===== src/rtl/bfa_pkg.sv =====
// Shared types, constants and state codes for the bitmap frame allocator.
`timescale 1ns / 1ps

package bfa_pkg;

  localparam int unsigned MAX_FRAMES_DEF = 4096;
  localparam int unsigned WORD_BITS_DEF  = 32;
  localparam int unsigned FRAME_W        = 12;
  localparam int unsigned COUNT_W        = 13;
  localparam logic [COUNT_W-1:0] COUNT_RST = 13'd4096;
  // Words summarised per leaf of the free-word search tree
  localparam int unsigned GROUP_WORDS    = 8;
  localparam int unsigned GLOW_W         = $clog2(GROUP_WORDS);

  typedef enum logic [0:0] {
    OP_ALLOC = 1'b0,
    OP_FREE  = 1'b1
  } opcode_e;

  typedef enum logic [2:0] {
    ST_IDLE,
    ST_GROUP,
    ST_SELECT,
    ST_READ,
    ST_COMMIT
  } state_e;

  typedef struct packed {
    logic latch;    // capture the request beat
    logic grp;      // register per-group search summary
    logic sel;      // pick the word, read it
    logic rd_free;  // read the word of the frame being freed
    logic commit;   // modify, write back, register the result
  } cmd_t;

  typedef struct packed {
    logic need_search;  // allocate with an empty entry
    logic need_rmw;     // free of a nonzero frame inside the bitmap
  } sts_t;

endpackage


===== src/rtl/bfa_ctrl.sv =====
// Sequencing state machine of the bitmap frame allocator.
`timescale 1ns / 1ps

module bfa_ctrl (
  input  logic          clk_i,
  input  logic          rst_ni,
  input  logic          start_i,
  output logic          busy_o,
  input  bfa_pkg::sts_t sts_i,
  output bfa_pkg::cmd_t cmd_o
);
  import bfa_pkg::*;

  state_e state_q, state_d;

  always_ff @(posedge clk_i or negedge rst_ni) begin
    if (!rst_ni) begin
      state_q <= ST_IDLE;
    end else begin
      state_q <= state_d;
    end
  end

  always_comb begin
    state_d = state_q;
    cmd_o   = '0;
    busy_o  = 1'b1;
    case (state_q)
      ST_IDLE: begin
        busy_o = 1'b0;
        if (start_i) begin
          cmd_o.latch = 1'b1;
          if (sts_i.need_search) begin
            state_d = ST_GROUP;
          end else if (sts_i.need_rmw) begin
            state_d = ST_READ;
          end else begin
            state_d = ST_COMMIT;
          end
        end
      end
      ST_GROUP: begin
        cmd_o.grp = 1'b1;
        state_d   = ST_SELECT;
      end
      ST_SELECT: begin
        cmd_o.sel = 1'b1;
        state_d   = ST_COMMIT;
      end
      ST_READ: begin
        cmd_o.rd_free = 1'b1;
        state_d       = ST_COMMIT;
      end
      ST_COMMIT: begin
        cmd_o.commit = 1'b1;
        state_d      = ST_IDLE;
      end
      default: begin
        state_d = ST_IDLE;
      end
    endcase
  end

  a_commit_ends: assert property (@(posedge clk_i) disable iff (!rst_ni)
    cmd_o.commit |=> (state_q == ST_IDLE))
    else $error("commit not followed by idle");

  a_search_path: assert property (@(posedge clk_i) disable iff (!rst_ni)
    (start_i && !busy_o && sts_i.need_search) |=> (state_q == ST_GROUP))
    else $error("search request did not enter group stage");

endmodule


===== config.mk =====
export PLATFORM = sky130hd
export DESIGN_NAME = bfa_ctrl
export DESIGN_NICKNAME = d
export VERILOG_FILES = /design/src/rtl/bfa_pkg.sv /design/src/rtl/bfa_ctrl.sv
export SDC_FILE = /design/constraint.sdc
export NUM_CORES = 1
export LEC_CHECK = 0
export BUFFER_PORTS_ARGS = -buffer_cell sky130_fd_sc_hd__buf_2
export CAP_MARGIN = 0
export CORE_AREA = 5 5 42 44
export CTS_BUF_LIST = sky130_fd_sc_hd__clkbuf_8
export CTS_CLUSTER_DIAMETER = 80
export DETAILED_ROUTE_END_ITERATION = 7
export DIE_AREA = 0 0 47 49
export HOLD_SLACK_MARGIN = 0.02
export PLACE_DENSITY = 0.35
export RECOVER_POWER = 50
export SYNTH_ARGS = -nofsm -noshare
export SYNTH_HDL_FRONTEND = slang
export SYNTH_SLANG_ARGS = --single-unit

===== constraint.sdc =====
create_clock -name clk_i -period 2.88 [get_ports clk_i]
set_input_delay 0.288 -clock clk_i [delete_from_list [all_inputs] [get_ports clk_i]]
set_output_delay 0.288 -clock clk_i [all_outputs]
set_load 0.005 [all_outputs]

==> results.rst <==
.. list-table::
   :header-rows: 1

   * - Metric
     - Value
   * - Number of flip-flops under the largest register name
     - 3
   * - Sequence of cells on the critical path
     - nor4b_1 -> buf_2
   * - Mean post-synth cell area
     - 10.17 sq um
   * - Critical Path Source
     - state_q[2]
   * - Wire length of the first global-routing pass
     - 607 um
   * - Overall overflow remaining after global route
     - 0
   * - Final max-slew violation count
     - 0
   * - Endpoint class of the critical path
     - primary output
   * - Number of global-route vias before repair
     - 158
   * - Number of max-capacitance violations reported
     - 0
   * - Total power
     - ~0.27 mW
   * - Iteration count of the initial detailed-routing pass
     - 1
   * - Top post-synthesis cells by area
     - sky130_fd_sc_hd__dfrtp_1 (46%), sky130_fd_sc_hd__nor3_1 (9.2%), sky130_fd_sc_hd__nor4b_2 (9.2%)
   * - Data arrival time of the critical path
     - 1.25 ns
   * - Clock insertion delay at the later pin of the skew report
     - 0.22 ns
   * - Minimum period implied by the final worst setup slack
     - 1.533 ns
   * - Pwr/cell area
     - ~950 nW/um^2
   * - Clock Path Buffers
     - 2
   * - Setup TNS
     - 0 ns
   * - Buffers & Inverters on Critical Path
     - 1
   * - R2r setup slk
     - 1.75 ns
   * - Number of cells after detailed placement
     - 42
   * - Number of antenna violations at the first check in global routing
     - 0
   * - Top register by number of flip-flops
     - state_q
   * - Transition time at the pin with the least slew margin
     - 0.3498 ns
   * - Total wire length
     - around 460 um
   * - Worst vdd rail ir drop
     - 326.8 uV
   * - Clk sinks
     - 3
   * - Placer's final routability congestion estimate
     - ~0.68
   * - Area growth from synthesis to final layout
     - 72.31%
   * - Ys async rst share
     - 1.000
   * - Final worst clock skew
     - 0.001900 ns
   * - Count of non-filler cells in the finished layout
     - 47
   * - CTS clock-pin slew for the worst setup and hold paths
     - 0.03 ns
   * - Via count
     - between 150 and 200
   * - CTS Root Cell
     - sky130_fd_sc_hd__clkbuf_8
   * - GR Util All Layers
     - 0.04096
   * - Portion of the post-synthesis area used by sequential elements
     - 0.4615
   * - Number of synthesized flops with an enable pin
     - 0
   * - Die height
     - 49 um
   * - TritonCTS clock tree
     - built
   * - Number of buffers inserted by port buffering
     - 10
   * - Number of instances in the synthesized netlist
     - 16
   * - Primary flip-flop cell chosen by synthesis mapping
     - sky130_fd_sc_hd__dfrtp_1
   * - Core region area
     - 1401 sq um
   * - Number of nets in the finished design
     - 37
   * - Post-detailed-placement half-perimeter wirelength
     - 346.4 um
   * - Kind of cell with the highest combined delay on the critical path
     - flip-flops
   * - Flops & latches, synth
     - 3
   * - Post-synthesis instance area
     - roughly 160 sq um
   * - Boundary Pins
     - 11
   * - Num rows
     - 14
   * - Commonest cells post-synth
     - sky130_fd_sc_hd__dfrtp_1 (3), sky130_fd_sc_hd__nor3_1 (3), sky130_fd_sc_hd__inv_1 (2)
   * - Number of failing setup endpoints in the final timing report
     - 0
   * - Highest achievable clock rate
     - 0.6523 GHz
   * - Worst min-delay path startpoint
     - sts_i[0]
   * - Class of the tightest hold or removal check
     - input port to register
   * - Cell taking the most area after synthesis
     - sky130_fd_sc_hd__dfrtp_1
   * - Synthesis warning total
     - 0
   * - Horizontal die dimension
     - 47 um
   * - Worst Setup Path Type
     - register to primary output
   * - Share of the synthesized area in the top cell type
     - 0.4615
   * - Proportion of layout cells with a drive suffix above 1
     - 0.3871
   * - Cell at the slowest stage of the critical path
     - sky130_fd_sc_hd__dfrtp_1
   * - Outcome
     - finished, final reports clean
   * - Count of endpoints failing hold in the final timing report
     - 0
   * - Worst Path Max Fanout
     - 8
   * - H-tree levels
     - 1
   * - Largest stage delay on the critical path
     - 0.44 ns
   * - Static Leakage
     - roughly 0.14 nW
   * - Die footprint
     - between 2000 and 2500 sq um
   * - Effective utilization at floorplan
     - 0.1161
   * - CTS Buf Count
     - 3
   * - Detail-routed via count per cell
     - 3.936
   * - Stages on worst setup path
     - 2
   * - Number of remaining DRC errors
     - 0
   * - Required time of the worst setup path
     - 2.59 ns
   * - Critical Path End
     - cmd_o[4]
   * - Worst slew margin relative to its limit
     - 0.7635
   * - Category of the worst setup path launch point
     - register
   * - Total nets after synthesis
     - 21
   * - Setup repair after global routing missed its margin
     - no
   * - Final period util
     - 0.5323
   * - Number of cells traversed by the worst register-to-register path
     - 2
   * - Largest registers ranked by flip-flop count
     - state_q (3)
   * - Count of inserted antenna diode cells
     - 0
   * - Largest net degree at the start of global routing
     - 9
   * - Reg-to-Reg Start
     - state_q[0]
   * - WL per Instance
     - slightly below 10 um
   * - Post-synthesis cell type count
     - 11
   * - Detail Route Antenna Nets
     - 0
   * - Drt initial violations
     - 0
   * - End of the worst register-to-register path
     - state_q[2]
cells in the final DEF, fill, tap and decap left out, drive strengths merged:
cell	synthesis	layout
a211oi	1	1
a21oi	1	1
and3	1	1
buf	0	9
clkbuf	0	4
dfrtp	3	3
dlygate4sd3	0	1
inv	2	3
nand3b	1	1
nor3	3	3
nor4b	1	1
o21a	1	1
or3	1	1
or4b	1	1
per-layer routing:
| layer | GRT usage | wire length (um) | vias to the layer above |
|---|---|---|---|
| li1 | - | - | 91 |
| met1 | 0.05100 | 188 | 83 |
| met2 | 0.04525 | 191 | 9 |
| met3 | 0.01107 | 56 | 2 |
| met4 | 0.05530 | 19 | 0 |
| met5 | 0 | 0 | - |
how the worst min path moves through the flow:
stage,endpoint,slack (ns),depth (start not counted)
floorplan,state_q[0],-0.008,0
global placement,state_q[2],0.08,1
detailed placement,state_q[2],0.08,1
CTS,state_q[0],0.31,2
global route,state_q[0],0.32,2
finish,state_q[0],0.31,2
cell type report:
| class | instances | area [sq um] |
|---|---|---|
| multi-input cells | 11 | 73.82 |
| repair buffers | 11 | 58.81 |
| flip-flops and latches | 3 | 75.07 |
| clock inverters | 1 | 3.754 |
| clock buffers | 3 | 41.29 |
| well taps | 16 | 20.02 |
| fillers | 168 | 1121 |
| inverters | 2 | 7.507 |
what timing repair did:
item	4_1_cts	5_1_grt
buffers inserted	0	0
gates resized for setup	0	0
endpoints found under the hold margin	3	0
hold buffers	1	0
where the power goes:
part / leakage, nW / total (mW) / internal (mW) / switching [mW]
Combinational: 0.0747 / 0.0716 / 0.0381 / 0.0335
Sequential: 0.0394 / 0.0755 / 0.0555 / 0.0200
Clock: 0.0269 / 0.119 / 0.0908 / 0.0283
Total: 0.141 / 0.266 / 0.184 / 0.0818
stage by stage:
stage               utilization  hold slack, ns  cell area (sq um)  setup WS (ns)
floorplan                     -       -0.007591              162.7          1.781
global placement         0.1661         0.08295              232.7          1.650
detailed placement       0.1661         0.08425              232.7          1.641
CTS                      0.2054          0.3117              287.8          1.408
global route             0.2000          0.3245              280.3          1.217
finish                   0.2000          0.3097              280.3          1.347
cell families (layout without fill, tap and decap cells):
family	after synthesis	count (layout)	share of synthesized area
compound gates	3	3	0.1231
buf+inv	2	17	0.04617
flops	3	3	0.4615
simple gates	8	8	0.3692
Power figures use the tool's default switching activity.
